[src/hw/rtl/lpfd_pkg.sv]
// Shared types and character codes for the length-prefixed field deframer
`timescale 1ns / 1ps

package lpfd_pkg;

  // default sizes
  localparam int unsigned LenBitsDef  = 16;
  localparam int unsigned LenCharsDef = 10;

  // framing characters
  localparam logic [7:0] ChOpen    = 8'h7B;  // '{'
  localparam logic [7:0] ChClose   = 8'h7D;  // '}'
  localparam logic [7:0] ChLength  = 8'h4C;  // 'L'
  localparam logic [7:0] ChPayload = 8'h43;  // 'C'
  localparam logic [7:0] ChZero    = 8'h30;  // '0'
  localparam logic [7:0] ChNine    = 8'h39;  // '9'

  // field counter saturates here; fields at this count are not emitted
  localparam logic [1:0] FieldSat = 2'd3;

  typedef enum logic [1:0] {
    MODE_HUNT    = 2'd0,
    MODE_FRAME   = 2'd1,
    MODE_LENGTH  = 2'd2,
    MODE_PAYLOAD = 2'd3
  } mode_e;

  // one result transaction
  typedef struct packed {
    logic [7:0] data_byte;
    logic [1:0] field_index;
    logic       field_last;
    logic       field_empty;
    logic       frame_end;
  } result_t;

endpackage

[src/hw/rtl/lpfd_in_stage.sv]
// Input register for received bytes
`timescale 1ns / 1ps

module lpfd_in_stage (
  input  logic       clk_i,
  input  logic       rst_ni,
  input  logic       in_valid_i,
  output logic       in_ready_o,
  input  logic [7:0] rx_byte_i,
  input  logic       take_i,
  output logic       valid_o,
  output logic [7:0] byte_o
);

  logic       valid_q, valid_d;
  logic [7:0] byte_q;

  // free when empty or when the held byte is consumed this cycle
  assign in_ready_o = !valid_q || take_i;
  assign valid_d    = in_ready_o ? in_valid_i : valid_q;

  always_ff @(posedge clk_i or negedge rst_ni) begin
    if (!rst_ni) begin
      valid_q <= 1'b0;
    end else begin
      valid_q <= valid_d;
    end
  end

  // payload register
  always_ff @(posedge clk_i) begin
    if (in_ready_o && in_valid_i) begin
      byte_q <= rx_byte_i;
    end
  end

  assign valid_o = valid_q;
  assign byte_o  = byte_q;

endmodule

[src/hw/rtl/lpfd_parser.sv]
// Frame parser state and per-byte result logic
`timescale 1ns / 1ps

module lpfd_parser
  import lpfd_pkg::*;
#(
  parameter int unsigned LenBits  = LenBitsDef,
  parameter int unsigned LenChars = LenCharsDef
) (
  input  logic       clk_i,
  input  logic       rst_ni,
  input  logic       step_i,
  input  logic [7:0] byte_i,
  output logic       res_valid_o,
  output result_t    res_o
);

  localparam int unsigned CntW = $clog2(LenChars + 1);
  localparam int unsigned ProdW = LenBits + 4;

  mode_e               mode_q, mode_d;
  logic [LenBits-1:0]  len_q, len_d;
  logic [CntW-1:0]     chars_q, chars_d;
  logic                frozen_q, frozen_d;
  logic [LenBits-1:0]  rem_q, rem_d;
  logic [1:0]          fcnt_q, fcnt_d;

  logic [ProdW-1:0]    len_ext, prod;
  logic [LenBits-1:0]  len_sat;
  logic [LenBits-1:0]  rem_dec;
  logic                is_digit;
  logic                start_pl;
  logic [1:0]          fcnt_inc;

  // decimal accumulate with saturation
  assign len_ext  = ProdW'(len_q);
  assign prod     = (len_ext << 3) + (len_ext << 1) + ProdW'(byte_i[3:0]);
  assign len_sat  = (|prod[ProdW-1:LenBits]) ? {LenBits{1'b1}} : prod[LenBits-1:0];
  assign is_digit = (byte_i >= ChZero) && (byte_i <= ChNine);
  assign rem_dec  = (rem_q != '0) ? rem_q - LenBits'(1) : rem_q;
  assign fcnt_inc = (fcnt_q != FieldSat) ? fcnt_q + 2'd1 : fcnt_q;

  // next state and result
  always_comb begin
    mode_d      = mode_q;
    len_d       = len_q;
    chars_d     = chars_q;
    frozen_d    = frozen_q;
    rem_d       = rem_q;
    fcnt_d      = fcnt_q;
    res_valid_o = 1'b0;
    res_o       = '0;
    start_pl    = 1'b0;

    unique case (mode_q)
      MODE_HUNT: begin
        if (byte_i == ChOpen) begin
          mode_d = MODE_FRAME;
        end
      end
      MODE_FRAME: begin
        if (byte_i == ChClose) begin
          mode_d          = MODE_HUNT;
          len_d           = '0;
          chars_d         = '0;
          frozen_d        = 1'b0;
          rem_d           = '0;
          fcnt_d          = '0;
          res_valid_o     = 1'b1;
          res_o.frame_end = 1'b1;
        end else if (byte_i == ChLength) begin
          mode_d   = MODE_LENGTH;
          len_d    = '0;
          chars_d  = '0;
          frozen_d = 1'b0;
        end else if (byte_i == ChPayload) begin
          start_pl = 1'b1;
        end
      end
      MODE_LENGTH: begin
        if (byte_i == ChPayload) begin
          start_pl = 1'b1;
        end else if (chars_q >= CntW'(LenChars)) begin
          // too many length characters, drop back to frame level
          mode_d = MODE_FRAME;
        end else begin
          chars_d = chars_q + CntW'(1);
          if (!frozen_q) begin
            if (is_digit) begin
              len_d = len_sat;
            end else begin
              frozen_d = 1'b1;
            end
          end
        end
      end
      MODE_PAYLOAD: begin
        rem_d = rem_dec;
        if (fcnt_q != FieldSat) begin
          res_valid_o       = 1'b1;
          res_o.data_byte   = byte_i;
          res_o.field_index = fcnt_q;
          res_o.field_last  = (rem_dec == '0);
        end
        if (rem_dec == '0) begin
          fcnt_d = fcnt_inc;
          mode_d = MODE_FRAME;
        end
      end
      default: begin
        mode_d = MODE_HUNT;
      end
    endcase

    // payload start: empty field gives a marker, otherwise load the count
    if (start_pl) begin
      if (len_q == '0) begin
        if (fcnt_q != FieldSat) begin
          res_valid_o       = 1'b1;
          res_o.field_index = fcnt_q;
          res_o.field_last  = 1'b1;
          res_o.field_empty = 1'b1;
        end
        fcnt_d = fcnt_inc;
        mode_d = MODE_FRAME;
      end else begin
        rem_d  = len_q;
        mode_d = MODE_PAYLOAD;
      end
    end
  end

  // state registers, updated once per consumed byte
  always_ff @(posedge clk_i or negedge rst_ni) begin
    if (!rst_ni) begin
      mode_q   <= MODE_HUNT;
      len_q    <= '0;
      chars_q  <= '0;
      frozen_q <= 1'b0;
      rem_q    <= '0;
      fcnt_q   <= '0;
    end else if (step_i) begin
      mode_q   <= mode_d;
      len_q    <= len_d;
      chars_q  <= chars_d;
      frozen_q <= frozen_d;
      rem_q    <= rem_d;
      fcnt_q   <= fcnt_d;
    end
  end

endmodule

[src/hw/rtl/length_prefixed_field_deframer.sv]
// Top level of the length-prefixed field deframer
`timescale 1ns / 1ps

// Deframes a byte stream of the form '{' then repeated 'L' <decimal length> 'C'
// <payload>, closed by '}'. Each payload byte of the first three fields comes out
// with its field index (command, file name, content) and a last flag; a zero-length
// field among them gives one empty marker, and '}' gives a frame_end transaction.
// One byte is accepted every clock cycle. An accepted byte passes through an input
// register, then the parser's next-state logic, whose state update is registered
// together with its result in the result register. Bytes that cause no result are
// consumed without holding up the stream; backpressure on the output stalls input
// only while the result register stays full.
module length_prefixed_field_deframer
  import lpfd_pkg::*;
#(
  parameter int unsigned LenBits  = LenBitsDef,
  parameter int unsigned LenChars = LenCharsDef
) (
  input  logic       clk_i,
  input  logic       rst_ni,
  input  logic       in_valid_i,
  output logic       in_ready_o,
  input  logic [7:0] rx_byte_i,
  output logic       out_valid_o,
  input  logic       out_ready_i,
  output logic [7:0] data_byte_o,
  output logic [1:0] field_index_o,
  output logic       field_last_o,
  output logic       field_empty_o,
  output logic       frame_end_o
);

  logic       st_valid;
  logic [7:0] st_byte;
  logic       step;
  logic       res_valid;
  result_t    res;
  logic       out_valid_q, out_valid_d;
  result_t    out_q;

  // parser steps when the result register can take whatever it produces
  assign step = st_valid && (!out_valid_q || out_ready_i);

  lpfd_in_stage u_in_stage (
    .clk_i      (clk_i),
    .rst_ni     (rst_ni),
    .in_valid_i (in_valid_i),
    .in_ready_o (in_ready_o),
    .rx_byte_i  (rx_byte_i),
    .take_i     (step),
    .valid_o    (st_valid),
    .byte_o     (st_byte)
  );

  lpfd_parser #(
    .LenBits  (LenBits),
    .LenChars (LenChars)
  ) u_parser (
    .clk_i       (clk_i),
    .rst_ni      (rst_ni),
    .step_i      (step),
    .byte_i      (st_byte),
    .res_valid_o (res_valid),
    .res_o       (res)
  );

  // result register
  always_comb begin
    if (step) begin
      out_valid_d = res_valid;
    end else if (out_ready_i) begin
      out_valid_d = 1'b0;
    end else begin
      out_valid_d = out_valid_q;
    end
  end

  always_ff @(posedge clk_i or negedge rst_ni) begin
    if (!rst_ni) begin
      out_valid_q <= 1'b0;
    end else begin
      out_valid_q <= out_valid_d;
    end
  end

  always_ff @(posedge clk_i) begin
    if (step && res_valid) begin
      out_q <= res;
    end
  end

  assign out_valid_o   = out_valid_q;
  assign data_byte_o   = out_q.data_byte;
  assign field_index_o = out_q.field_index;
  assign field_last_o  = out_q.field_last;
  assign field_empty_o = out_q.field_empty;
  assign frame_end_o   = out_q.frame_end;

endmodule

[config.mk]
export PLATFORM = sky130hd
export DESIGN_NAME = length_prefixed_field_deframer
export DESIGN_NICKNAME = d
export VERILOG_FILES = /design/src/hw/rtl/lpfd_pkg.sv /design/src/hw/rtl/lpfd_in_stage.sv /design/src/hw/rtl/lpfd_parser.sv /design/src/hw/rtl/length_prefixed_field_deframer.sv
export SDC_FILE = /design/constraint.sdc
export NUM_CORES = 1
export LEC_CHECK = 0
export CORE_MARGIN = 4
export CORE_UTILIZATION = 40
export CTS_CLUSTER_SIZE = 12
export DETAILED_ROUTE_END_ITERATION = 16
export DONT_BUFFER_PORTS = 1
export GPL_ROUTABILITY_DRIVEN = 0
export PLACE_DENSITY = 0.58
export REMOVE_ABC_BUFFERS = 1
export SLEW_MARGIN = 15
export SYNTH_ARGS = -nofsm -noshare
export SYNTH_HDL_FRONTEND = slang
export SYNTH_SLANG_ARGS = --single-unit
[constraint.sdc]
create_clock -name clk_i -period 4.9 [get_ports clk_i]
set_input_delay 0 -clock clk_i [delete_from_list [all_inputs] [get_ports clk_i]]
set_output_delay 0 -clock clk_i [all_outputs]
set_load 0.01 [all_outputs]
# == Word level (Yosys, flattened, before mapping) ==
# Index checks and enable logic that the tools add are counted.
# op_classes
add_sub_neg,5
n_mul,0
n_div,0
order_cmp,3
n_eq_ne,18
shift,0
mux,57
n_bitwise,0
n_reduce_logical,20
# ops
operator,count
$mux 16,11
$pmux 16 s2,2
$eq 8x7->1 const B,4
$logic_not 16->1,2
$mux 4,7
$mux 2,13
$add 19x17->20,1
$add 20x4->20,1
$mux 1,16
$reduce_bool 16->1,1
$sub 16x1->16 const B,1
$ne 3x1->1 const B,4
$ge 8x6->1 const B,1
$le 8x6->1 const B,1
$ne 2x2->1 const B,4
$pmux 2 s4,1
$pmux 4 s2,1
$reduce_and 7->1,1
$mux 3,2
$pmux 1 s2,3
$reduce_and 6->1,1
$reduce_and 5->1,1
$add 4x1->4 const B,1
$eq 2x2->1 const B,2
14 further kinds,21
# totals
reg_bits,64
latch_bits,0
mem_bits_rw,0
rom_bits,0
memories,0

# == Longest topological paths before layout ==
# Gate-level depths: netlist (run 1).
# depth
word_depth,9
depth_mapped,11
mapped_depth_nobuf,10

# == By module ==
# From an unflattened synthesis (run 1), not the netlist that was laid out.
# unflattened
cells_unflattened,457
hier_area_um2,4380.5
# modules_own_cells
module,instances,cells_each,area_each_um2
lpfd_parser,1,426,3627.2
length_prefixed_field_deframer,1,19,459.2
lpfd_in_stage,1,12,294.0

# == Worst setup path before layout (run 1) ==
# Ideal clock, no wire load.
# synth_timing
kind,register to register
start,"register u_in_stage.byte_q[3], in the netlist u_in_stage.byte_o[3]"
end,register u_parser.len_q[10]
setup_time_ns,0.141
arrival_ns,3.086
slack_ns,1.673
path_stages_with_launch,11
synth_period_minus_slack_ns,3.227
cell_sequence,edfxtp_1 > fa_1 > fa_1 > a211oi_1 > nor2_1 > o311ai_1 > o211ai_1 > and3_1 > nor4_2 > buf_2 > a31oi_1
# synth_between
elab_chain_cells,8
elab_cells_between_ends,19
# synth_lines
item,line_no,source
from (decl),lpfd_in_stage.sv:16,logic [7:0] byte_q;
from (signal assigned),lpfd_in_stage.sv:33,byte_q <= rx_byte_i;
$add 20x4->20,lpfd_parser.sv:37,assign prod = (len_ext << 3) + (len_ext << 1) + ProdW'(byte_i[3:0]);
$reduce_or 4->1,lpfd_parser.sv:38,assign len_sat = (|prod[ProdW-1:LenBits]) ? {LenBits{1'b1}} : prod[LenBits-1:0];
$mux 16,lpfd_parser.sv:38,
$mux 16,lpfd_parser.sv:89,if (is_digit) begin
$mux 16,lpfd_parser.sv:88,if (!frozen_q) begin
$mux 16,lpfd_parser.sv:83,end else if (chars_q >= CntW'(LenChars)) begin
$mux 16,lpfd_parser.sv:81,if (byte_i == ChPayload) begin
$pmux 16 s2,lpfd_parser.sv:55,unique case (mode_q)
to (signal assigned),lpfd_parser.sv:144,len_q <= len_d;
to (decl),lpfd_parser.sv:22,"logic [LenBits-1:0] len_q, len_d;"
# Several ways; a longest one is shown, not always the timed one. The select of a mux whose other input is x is not followed.
# A chain may end at the register's enable or synchronous reset.

# == Final worst setup path (run 1) ==
# layout_timing
start,"register u_in_stage.byte_q[3], in the netlist u_in_stage.byte_o[3]"
end,register u_parser.len_q[7]
# The elaborated chain is that of the path after synthesis.

==> results.sh, run 1 <==
export IMPL_crit_family="adder cells"
export IMPL_cts_hold_buf=13
export IMPL_synth_mux_area_frac=0.0288
export IMPL_synthDominantCellAreaShare=0.230
export IMPL_drt_iter0_drc=177
export IMPL_cp_slowest_cell="fa_1"
export IMPL_synth_compound_area_share=0.217
export IMPL_fp_dieW_um=116
export IMPL_yosysTopAreaCell="dfrtp_1"
export IMPL_cts_max_level=3
export IMPL_crit_chain="fa_1 -> fa_1 -> a211oi_1 -> nor2_1 -> o311ai_1 -> o211ai_1 -> and3_1 -> nor4_2 -> buf_4 -> a31oi_1"
export IMPL_dp_cells=632
export IMPL_p_int_mw=1.89
export IMPL_gr_total_overflow=0
export IMPL_holdWs_ns=0.145
export IMPL_drt_pre_antenna_iters=4
export IMPL_areaGrowthSynthToFinish_pct=13.2
export IMPL_cts_made_buffers=9
export IMPL_ys_flop_type="dfrtp_1"
export IMPL_clockRootBuffer="clkbuf_16"
export IMPL_antenna_cells=0
export IMPL_pwr_share_clk=0.229
export IMPL_path_depth=10
export IMPL_postCtsSetupBuffers=0
export IMPL_switchingPower_mw=1.46
export IMPL_r2r_cells=10
export IMPL_async_flop_share=0.672
export IMPL_ys_ff_latch=64
export IMPL_clk_latency_ns=0.33
export IMPL_grt_pass1_wl_um=18900
export IMPL_grt_max_degree=44
export IMPL_hold_violations=0
export IMPL_tns_ns=0
export IMPL_crit_arrival_ns=3.45
export IMPL_die_y_um=116
export IMPL_ios=27
export IMPL_ir_drop_v=0.000299
export IMPL_drive_gt1_frac=0.0772
export IMPL_r2r_start="u_in_stage.byte_o[3]"
export IMPL_synth_seq_area_share=0.364
export IMPL_antenna_found_initial=0
export IMPL_initial_core_util=0.410
export IMPL_period_needed_ns=3.27
export IMPL_switching_share=0.436
export IMPL_instances_no_fill=661
export IMPL_routed_wl_um=11300
export IMPL_clock_fmax_ghz=0.306
export IMPL_tightestPinTransition_ns=1.00
export IMPL_slew_headroom=0.330
export IMPL_powerDensity_nw_per_um2=631
export IMPL_syn_avg_cell_area_um2=9.24
export IMPL_outcome="finished, final reports clean"
export IMPL_final_util=0.465
export IMPL_via_count=3890
export IMPL_wl_per_cell_um=17.1
export IMPL_synth_top_cells_by_area="dfrtp_1, edfxtp_1, ha_1, a21oi_1, nand2_1"
export IMPL_drv_cap=0
export IMPL_crit_type="flip-flop to flip-flop"
export IMPL_syn_area_um2=4690
export IMPL_numPortBuffers=0
export IMPL_finalCritPeriodShare=0.668
export IMPL_worst_setup_path_end_kind="flip-flop"
export IMPL_grt_pass1_vias=3709
export IMPL_die_area_um2=13500
export IMPL_rsz0062_at_grt="false"
export IMPL_skew_ns=0.00631
export IMPL_synth_warnings=0
export IMPL_synth_fa_ha_area_frac=0.110
export IMPL_cts_tree="yes"
export IMPL_dpl_hpwl_um=8150
export IMPL_track_usage=0.175
export IMPL_nets=565
export IMPL_cts_sink_count=64
export IMPL_core_region_area_um2=11400
export IMPL_setup_viol=0
export IMPL_synth_simple_area_share=0.214
export IMPL_synth_xor_xnor_area_share=0.0280
export IMPL_fp_row_count=39
export IMPL_viasPerCell=5.89
export IMPL_slew_violations=0
export IMPL_cp_buffers_inverters=1
export IMPL_synth_cells=507
export IMPL_crit_required_ns=5.08
export IMPL_worstSetupStartpoint="u_in_stage.byte_o[3]"
export IMPL_pwr_share_comb=0.471
export IMPL_synth_edf_count=21
export IMPL_clock_path_buffers=2
export IMPL_reg2reg_slack_ns=1.63
export IMPL_critPathMaxFanout=16
export IMPL_hold_path_class="input port to flip-flop"
export IMPL_p_seq_frac=0.300
export IMPL_crit_path_start_kind="flip-flop"
export IMPL_worstReg2RegEnd="u_parser.len_q[7]"
export IMPL_p_total_mw=3.35
export IMPL_synth_top_family_by_area="compound AO/OA/AOI/OAI gates"
export IMPL_ctsResizeCount=0
export IMPL_clk_pin_slew_ns=0.06
export IMPL_antenna_left=0
export IMPL_p_leak_nw=2.37
export IMPL_critPathMaxStageDelay_ns=0.57
export IMPL_synth_distinct_cells=70
export IMPL_drc=0
export IMPL_crit_path_end="u_parser.len_q[7]"
export IMPL_crit_top_cell="fa_1"
power by group through the flow:
| stage | clock, mW | sequential [mW] | combinational [mW] |
|---|---|---|---|
| after floorplan | 0 | 0.923 | 1.25 |
| after global placement | 0 | 1.01 | 1.54 |
| after detailed placement | 0 | 1.02 | 1.56 |
| after CTS | 0.773 | 1.01 | 1.59 |
| after global routing | 0.799 | 1.04 | 1.80 |
| final | 0.766 | 1.01 | 1.58 |
worst register-to-register path, delay by kind of cell (launching register included):
family | cells | cell delay [ns]
buffers and inverters | 1 | 0.25
and+or+nand+nor | 3 | 0.49
DFF | 1 | 0.49
AOI/OAI and AO/OA | 4 | 0.83
adders and majority gates | 2 | 1.07
placed cells by master, fill, tap and decap left out, types with 9 or more instances in the layout:
master	netlist	final
a21o_1	12	12
a21oi_1	41	41
a31oi_1	20	20
and3_1	13	13
clkbuf_16	0	9
dfrtp_1	43	43
dlygate4sd3_1	0	12
edfxtp_1	21	21
ha_1	38	38
inv_1	21	21
mux2i_1	9	9
nand2_1	50	50
nand3_1	10	10
nor2_1	36	36
o21ai_0	25	25
xor2_1	9	9
logic make-up after synthesis:
logic type,count (synthesis)
AO/OA/AOI/OAI,154
XOR/XNOR,15
adder cells (fa/ha/maj),40
buffers and inverters,44
flip-flops,64
multiplexers,13
AND/OR/NAND/NOR,177
final cells by class:
type	count	area (um^2)
Tap cell	143	179
Clock buffer	9	225
Multi-Input combinational cell	399	2800
Inverter	21	78.8
Timing Repair Buffer	18	185
Sequential cell	64	1710
Fill cell	1099	6110
Clock inverter	7	128
flip-flops by register name, indices dropped and copies added, names as in the netlist, 2 cells and up:
register and cells:
u_parser.mode_q 2, u_in_stage.byte_o 8, u_parser.len_q 16, u_parser.chars_q 4, u_parser.fcnt_q 2, field_index_o 2
data_byte_o 8, u_parser.rem_q 16
synth_stat cells (3+ instances only):
| library cell | number |
|---|---|
| buf_2 | 3 |
| xnor2_1 | 6 |
| ha_1 | 38 |
| inv_1 | 21 |
| nor3b_1 | 4 |
| and3_1 | 13 |
| a21oi_1 | 41 |
| nand2b_1 | 6 |
| a211oi_1 | 6 |
| nand2_1 | 50 |
| nand4_1 | 5 |
| dfrtp_1 | 43 |
| xor2_1 | 9 |
| o22ai_1 | 4 |
| nor2b_1 | 6 |
| or3_1 | 4 |
| o211ai_1 | 8 |
| mux2i_1 | 9 |
| and2_1 | 7 |
| a31oi_1 | 20 |
| nor4_1 | 6 |
| nor2_1 | 36 |
| o21ai_0 | 25 |
| o21a_1 | 5 |
| a21o_1 | 12 |
| o31ai_1 | 5 |
| clkbuf_1 | 18 |
| nor4_4 | 3 |
| edfxtp_1 | 21 |
| nand3_1 | 10 |
| nor3_1 | 8 |
| o311ai_1 | 3 |
metrics by stage:
stage                     instance area [um^2]  worst slack (ns)
after global routing                      5310              1.42
after detailed placement                  4800              1.65
after floorplan                           4590              1.48
final                                     5310              1.63
after CTS                                 5310              1.63
after global placement                    4800              1.69
metal layers:
layer,vias to the layer above,track usage,share of wire
met5,-,0,0
met4,0,0.0425,0.012
met3,14,0.0394,0.031
met2,63,0.281,0.48
met1,1901,0.241,0.47
li1,1912,-,-
how the worst min path moves through the flow:
stage / start / end / cells after the start
2_1_floorplan: rst_ni / out_valid_o / 0
3_3_place_gp: rst_ni / u_parser.rem_q[13] / 0
3_5_place_dp: rst_ni / u_parser.rem_q[12] / 0
4_1_cts: in_valid_i / u_in_stage.byte_o[6] / 1
5_1_grt: in_valid_i / u_in_stage.byte_o[7] / 1
6_report: in_valid_i / u_in_stage.byte_o[4] / 1
Note: power is estimated with default switching activity, not from simulation.
==> run 2, diff against run 1 <==
--- a/config.mk
+++ b/config.mk
@@ -5,13 +5,14 @@
 export SDC_FILE = /design/constraint.sdc
 export NUM_CORES = 1
 export LEC_CHECK = 0
+export ABC_AREA = 1
 export CORE_MARGIN = 4
 export CORE_UTILIZATION = 40
 export CTS_CLUSTER_SIZE = 12
 export DETAILED_ROUTE_END_ITERATION = 16
 export DONT_BUFFER_PORTS = 1
 export GPL_ROUTABILITY_DRIVEN = 0
-export PLACE_DENSITY = 0.58
+export PLACE_DENSITY = 0.6
 export REMOVE_ABC_BUFFERS = 1
 export SLEW_MARGIN = 15
 export SYNTH_ARGS = -nofsm -noshare
==> constraint.sdc (replaced) <==
create_clock -name clk_i -period 2.69 [get_ports clk_i]
set_input_delay 0 -clock clk_i [delete_from_list [all_inputs] [get_ports clk_i]]
set_output_delay 0 -clock clk_i [all_outputs]
set_load 0.01 [all_outputs]
==> results.sh, run 2 <==
export IMPL_synth_xor_xnor_area_share=0.0295
export IMPL_fp_row_count=39
export IMPL_critPathMaxFanout=8
export IMPL_ys_ff_latch=64
export IMPL_die_y_um=117
export IMPL_core_region_area_um2=11500
export IMPL_layout_common_cells="nand2_1, nor2_1, inv_1, dfrtp_1, o21ai_0"
export IMPL_drc=0
export IMPL_hold_violations=0
export IMPL_synth_warnings=0
export IMPL_clk_pin_slew_ns=0.05
export IMPL_dp_slack_ns=-0.0596
export IMPL_synth_simple_area_share=0.290
export IMPL_failed_checks="setup timing"
export IMPL_clockRootBuffer="clkbuf_16"
export IMPL_synthDominantCellAreaShare=0.226
export IMPL_track_usage=0.190
export IMPL_tightestPinTransition_ns=0.582
export IMPL_routed_wl_um=12600
export IMPL_numPortBuffers=0
export IMPL_ir_drop_v=0.000684
export IMPL_ys_flop_type="dfrtp_1"
export IMPL_dp_cells=787
export IMPL_worst_setup_path_end_kind="flip-flop"
export IMPL_synth_top_family_by_area="simple AND/OR/NAND/NOR gates"
export IMPL_instances_no_fill=833
export IMPL_synth_top_cells_by_area="dfrtp_1, edfxtp_1, nand2_1, ha_1, nor2_1"
export IMPL_synth_cells=632
export IMPL_drt_iter0_drc=309
export IMPL_rsz0062_at_grt="true"
export IMPL_powerDensity_nw_per_um2=1100
export IMPL_slew_headroom=0.611
export IMPL_yosysMostFrequentCell="nand2_1"
export IMPL_synth_compound_area_share=0.144
export IMPL_crit_required_ns=2.91
export IMPL_antenna_left=0
export IMPL_whs_path_depth=4
export IMPL_grt_max_degree=44
export IMPL_crit_type="flip-flop to flip-flop"
export IMPL_cts_tree="yes"
export IMPL_fin_ws_ns=-0.0937
export IMPL_antenna_cells=0
export IMPL_areaGrowthSynthToFinish_pct=25.2
export IMPL_clock_path_buffers=2
export IMPL_dpl_hpwl_um=8950
export IMPL_tns_ns=-1.02
export IMPL_finalCritPeriodShare=1.03
export IMPL_p_leak_nw=3.12
export IMPL_hold_path_class="input port to flip-flop"
export IMPL_synth_distinct_cells=43
export IMPL_ios=27
export IMPL_drt_pre_antenna_iters=6
export IMPL_period_needed_ns=2.78
export IMPL_syn_area_um2=4750
export IMPL_drive_gt1_frac=0.165
export IMPL_clock_fmax_ghz=0.359
export IMPL_initial_core_util=0.413
export IMPL_slew_violations=0
export IMPL_synth_mux_area_frac=0
export IMPL_setup_viol=16
export IMPL_placed_area_um2=5080
export IMPL_r2r_cells=13
export IMPL_final_common_cell="nand2_1"
export IMPL_drv_cap=0
export IMPL_async_flop_share=0.672
export IMPL_yosysTopAreaCell="dfrtp_1"
export IMPL_nets=737
export IMPL_crit_path_start_kind="flip-flop"
export IMPL_viasPerCell=5.33
export IMPL_outcome="finished with violations"
export IMPL_wl_per_cell_um=15.2
export IMPL_crit_arrival_ns=3.00
export IMPL_fillerInstances=1049
export IMPL_die_area_um2=13700
export IMPL_fin_area_um2=5950
export IMPL_gr_total_overflow=0
export IMPL_cts_max_level=3
export IMPL_holdWs_ns=0.0267
export IMPL_skew_ns=0.00920
export IMPL_grt_pass1_wl_um=20600
export IMPL_fp_dieW_um=117
export IMPL_clk_latency_ns=0.33
export IMPL_reg_top3="u_parser.len_q: 16 flops, u_parser.rem_q: 16 flops"
export IMPL_antenna_found_initial=0
export IMPL_synth_edf_count=21
export IMPL_synth_fa_ha_area_frac=0.108
export IMPL_synthTopCellsByCount="nand2_1, nor2_1, inv_1"
export IMPL_synth_seq_area_share=0.359
export IMPL_via_count=4443
export IMPL_cts_made_buffers=9
export IMPL_cts_sink_count=64
export IMPL_grt_pass1_vias=4204
export IMPL_syn_avg_cell_area_um2=7.52
## run 2: changes by cell type after synthesis, moves of 13 or more
cell	previous run	this run
inv_1	21	59
a31oi_1	20	0
nor2_1	36	65
o21ai_0	25	41
and3_1	13	0
o22ai_1	4	28
a21oi_1	41	27
nand3_1	10	47
nand2_1	50	167
## run 2: logic make-up after synthesis
kind of cell | after synthesis
and+or+nand+nor | 318
DFF | 64
buffers and inverters | 79
adders and majority gates | 40
xor gates and xnor gates | 16
AOI/OAI and AO/OA | 115
## run 2: metrics by stage
step           total power [mW]   util
6_report                   6.55  0.517
5_1_grt                    7.13  0.517
4_1_cts                    6.42  0.511
3_5_place_dp               4.84  0.441
3_3_place_gp               4.79  0.441
2_1_floorplan              3.94      -
## run 2: path summary, 6_finish.rpt
path	start	end	slack (ns)
setup / recovery	u_parser.len_q[2]	u_parser.len_q[15]	-0.09
max in group asynchronous	rst_ni	u_parser.rem_q[1]	2.30
min in group asynchronous	rst_ni	u_parser.rem_q[9]	0.18
hold reg to reg	u_parser.frozen_q	u_parser.frozen_q	0.51
setup reg to reg	u_parser.len_q[2]	u_parser.len_q[15]	-0.09
hold / removal	out_ready_i	u_parser.fcnt_q[1]	0.03
## run 2: layout make-up
type	instances	area [um^2]	share of cell area
multi-input cells	489	2920	0.491
flip-flops and latches	64	1710	0.287
clock buffers	10	229	0.0385
well taps	143	179	0.0301
inverters	64	240	0.0404
clock inverters	6	131	0.0221
repair buffers	57	546	0.0917
## run 2: worst max-delay path: stages, from the launching register on
cell       delay, ns
dfrtp_1         0.41
fa_1            0.54
fa_2            0.44
nand3_4         0.08
nand3_4         0.08
a21oi_4         0.16
buf_6           0.13
o21ai_4         0.06
xor2_2          0.17
a21oi_4         0.22
clkbuf_16       0.20
nand3_1         0.07
nand2_1         0.07
nand2_1         0.04
## run 2: repair_timing
action                                 4_1_cts  5_1_grt
cloned                                       2        0
setup endpoints to repair                   16       18
gates resized for setup                     24       20
setup buffers                               16        2
endpoints found under the hold margin       53        0
pin swaps                                   14       18
hold buffers                                12        0
## run 2: routing by layer
layer	up-vias	part of all wire	global-route usage
met2	119	0.45	0.292
met4	0	0.015	0.0596
li1	2243	-	-
met1	2065	0.49	0.273
met3	16	0.043	0.0344
met5	-	0	0
## run 2: power by group
| part | internal, mW | leakage, nW | switching [mW] |
|---|---|---|---|
| sequential | 1.22 | 0.790 | 0.210 |
| clock | 0.996 | 0.170 | 0.428 |
| combinational | 1.31 | 2.16 | 2.39 |
==> run 3, diff against run 2 <==
--- a/config.mk
+++ b/config.mk
@@ -6,13 +6,15 @@
 export NUM_CORES = 1
 export LEC_CHECK = 0
 export ABC_AREA = 1
+export CELL_PAD_IN_SITES_DETAIL_PLACEMENT = 0
+export CELL_PAD_IN_SITES_GLOBAL_PLACEMENT = 1
 export CORE_MARGIN = 4
 export CORE_UTILIZATION = 40
 export CTS_CLUSTER_SIZE = 12
 export DETAILED_ROUTE_END_ITERATION = 16
 export DONT_BUFFER_PORTS = 1
 export GPL_ROUTABILITY_DRIVEN = 0
-export PLACE_DENSITY = 0.6
+export PLACE_DENSITY = 0.76
 export REMOVE_ABC_BUFFERS = 1
 export SLEW_MARGIN = 15
 export SYNTH_ARGS = -nofsm -noshare
==> results.sh, run 3 (synthesis results as in run 2) <==
export IMPL_fp_row_count=39
export IMPL_finalCritPeriodShare=1.02
export IMPL_p_leak_nw=3.00
export IMPL_cts_sink_count=64
export IMPL_fin_ws_ns=-0.0639
export IMPL_clk_pin_slew_ns=0.06
export IMPL_routed_wl_um=12400
export IMPL_grt_pass1_vias=4109
export IMPL_drv_cap=0
export IMPL_tns_ns=-0.379
export IMPL_ir_drop_v=0.000502
export IMPL_pwr_share_comb=0.600
export IMPL_fp_dieW_um=117
export IMPL_dp_slack_ns=-0.111
export IMPL_placed_area_um2=5110
export IMPL_reg_top3="u_parser.len_q: 16 flops, u_parser.rem_q: 16 flops"
export IMPL_critPathMaxFanout=8
export IMPL_powerDensity_nw_per_um2=1100
export IMPL_cts_made_buffers=9
export IMPL_final_util=0.494
export IMPL_dpl_hpwl_um=9470
export IMPL_skew_ns=0.00437
export IMPL_antenna_found_initial=0
export IMPL_crit_chain="fa_1 -> fa_2 -> nand3_2 -> nand3_2 -> a21oi_4 -> o21ai_4 -> nand3_2 -> nand3_2 -> a21boi_4 -> clkbuf_16 -> nand3_1 -> nand2_1 -> nand2_1"
export IMPL_p_total_mw=6.24
export IMPL_failed_checks="setup timing"
export IMPL_drive_gt1_frac=0.139
export IMPL_grt_pass1_wl_um=19800
export IMPL_wl_per_cell_um=15.0
export IMPL_die_y_um=117
export IMPL_pwr_share_clk=0.170
export IMPL_layout_common_cells="nand2_1, nor2_1, inv_1, dfrtp_1, o21ai_0"
export IMPL_cp_slowest_cell="fa_1"
export IMPL_grt_max_degree=44
export IMPL_core_region_area_um2=11500
export IMPL_switchingPower_mw=3.02
export IMPL_worst_setup_path_end_kind="flip-flop"
export IMPL_antenna_cells=0
export IMPL_tightestPinTransition_ns=0.591
export IMPL_crit_required_ns=2.91
export IMPL_p_int_mw=3.21
export IMPL_slew_headroom=0.605
export IMPL_crit_top_cell="nand3_2"
export IMPL_track_usage=0.184
export IMPL_slew_violations=0
export IMPL_drt_iter0_drc=345
export IMPL_crit_arrival_ns=2.97
export IMPL_clockRootBuffer="clkbuf_16"
export IMPL_fin_area_um2=5690
export IMPL_areaGrowthSynthToFinish_pct=19.7
export IMPL_busiest_layer="met2"
export IMPL_die_area_um2=13700
export IMPL_clk_latency_ns=0.33
export IMPL_met1_usage=0.269
export IMPL_hold_path_class="input port to flip-flop"
export IMPL_nets=729
export IMPL_use_met2=0.277
export IMPL_setup_viol=13
export IMPL_cts_max_level=3
export IMPL_crit_type="flip-flop to flip-flop"
export IMPL_viasPerCell=5.24
export IMPL_critPathMaxStageDelay_ns=0.54
export IMPL_outcome="finished with violations"
export IMPL_drc=0
export IMPL_initial_core_util=0.413
export IMPL_via_count=4327
export IMPL_final_common_cell="nand2_1"
export IMPL_period_needed_ns=2.75
export IMPL_clock_path_buffers=2
export IMPL_switching_share=0.485
export IMPL_numPortBuffers=0
export IMPL_p_seq_frac=0.230
export IMPL_antenna_left=0
export IMPL_clock_fmax_ghz=0.363
export IMPL_rsz0062_at_grt="true"
export IMPL_cts_tree="yes"
export IMPL_hold_violations=0
export IMPL_ios=27
export IMPL_drt_pre_antenna_iters=5
export IMPL_grt_use_met3=0.0350
export IMPL_gr_total_overflow=0
export IMPL_crit_path_start_kind="flip-flop"
==> run 3: cell type report <==
type                       count  area (um^2)
clock inverter                 5         32.5
fill                        1121         5820
tap                          143          179
inverter                      64          240
timing repair buffer          49          462
clock buffer                  11          243
sequential                    64         1710
multi-input combinational    489         2830
==> run 3: metrics by stage <==
step | hold WS (ns) | cells
final | 0.0600 | 825
after global routing | 0.119 | 825
after CTS | 0.0530 | 820
after detailed placement | -0.295 | 792
after global placement | -0.295 | 792
after floorplan | -0.296 | 617
==> run 3: power by group through the flow <==
| stage | clock [mW] | sequential, mW | combinational [mW] |
|---|---|---|---|
| 2_1_floorplan | 0 | 1.39 | 2.55 |
| 3_3_place_gp | 0 | 1.44 | 3.51 |
| 3_5_place_dp | 0 | 1.45 | 3.55 |
| 4_1_cts | 1.09 | 1.43 | 3.60 |
| 5_1_grt | 1.13 | 1.46 | 4.21 |
| 6_report | 1.06 | 1.43 | 3.74 |
==> run 3: worst max-delay path, delay by kind of cell (launching register included) <==
family	cells	cell delay, ns
buffers and inverters	1	0.20
AO/OA/AOI/OAI	3	0.56
AND/OR/NAND/NOR	7	0.53
adder cells (fa/ha/maj)	2	0.92
flip-flops	1	0.41
==> run 3: path summary, 6_finish.rpt <==
path | slack (ns) | startpoint | end | cells past startpoint
max in group asynchronous | 2.29 | rst_ni | u_parser.frozen_q | 2
setup / recovery | -0.06 | u_in_stage.byte_o[3] | u_parser.len_q[12] | 13
hold reg to reg | 0.50 | u_parser.frozen_q | u_parser.frozen_q | 1
min in group asynchronous | 0.18 | rst_ni | u_parser.fcnt_q[1] | 2
setup reg to reg | -0.06 | u_in_stage.byte_o[3] | u_parser.len_q[12] | 13
hold / removal | 0.06 | out_ready_i | u_parser.fcnt_q[0] | 3
==> run 3: per-layer routing <==
| metal | up-vias | wire length, um | share of wire |
|---|---|---|---|
| li1 | 2232 | - | - |
| met1 | 2009 | 6250 | 0.51 |
| met2 | 72 | 5530 | 0.45 |
| met3 | 14 | 369 | 0.030 |
| met4 | 0 | 208 | 0.017 |
| met5 | - | 0 | 0 |
==> run 3: what timing repair did <==
| item | 4_1_cts | 5_1_grt |
|---|---|---|
| setup buffers | 0 | 4 |
| hold endpoints to repair | 53 | 0 |
| pin swaps | 2 | 13 |
| setup endpoints to repair | 16 | 17 |
| gates cloned | 0 | 1 |
| resized for setup | 3 | 20 |
| hold buffers | 12 | 0 |
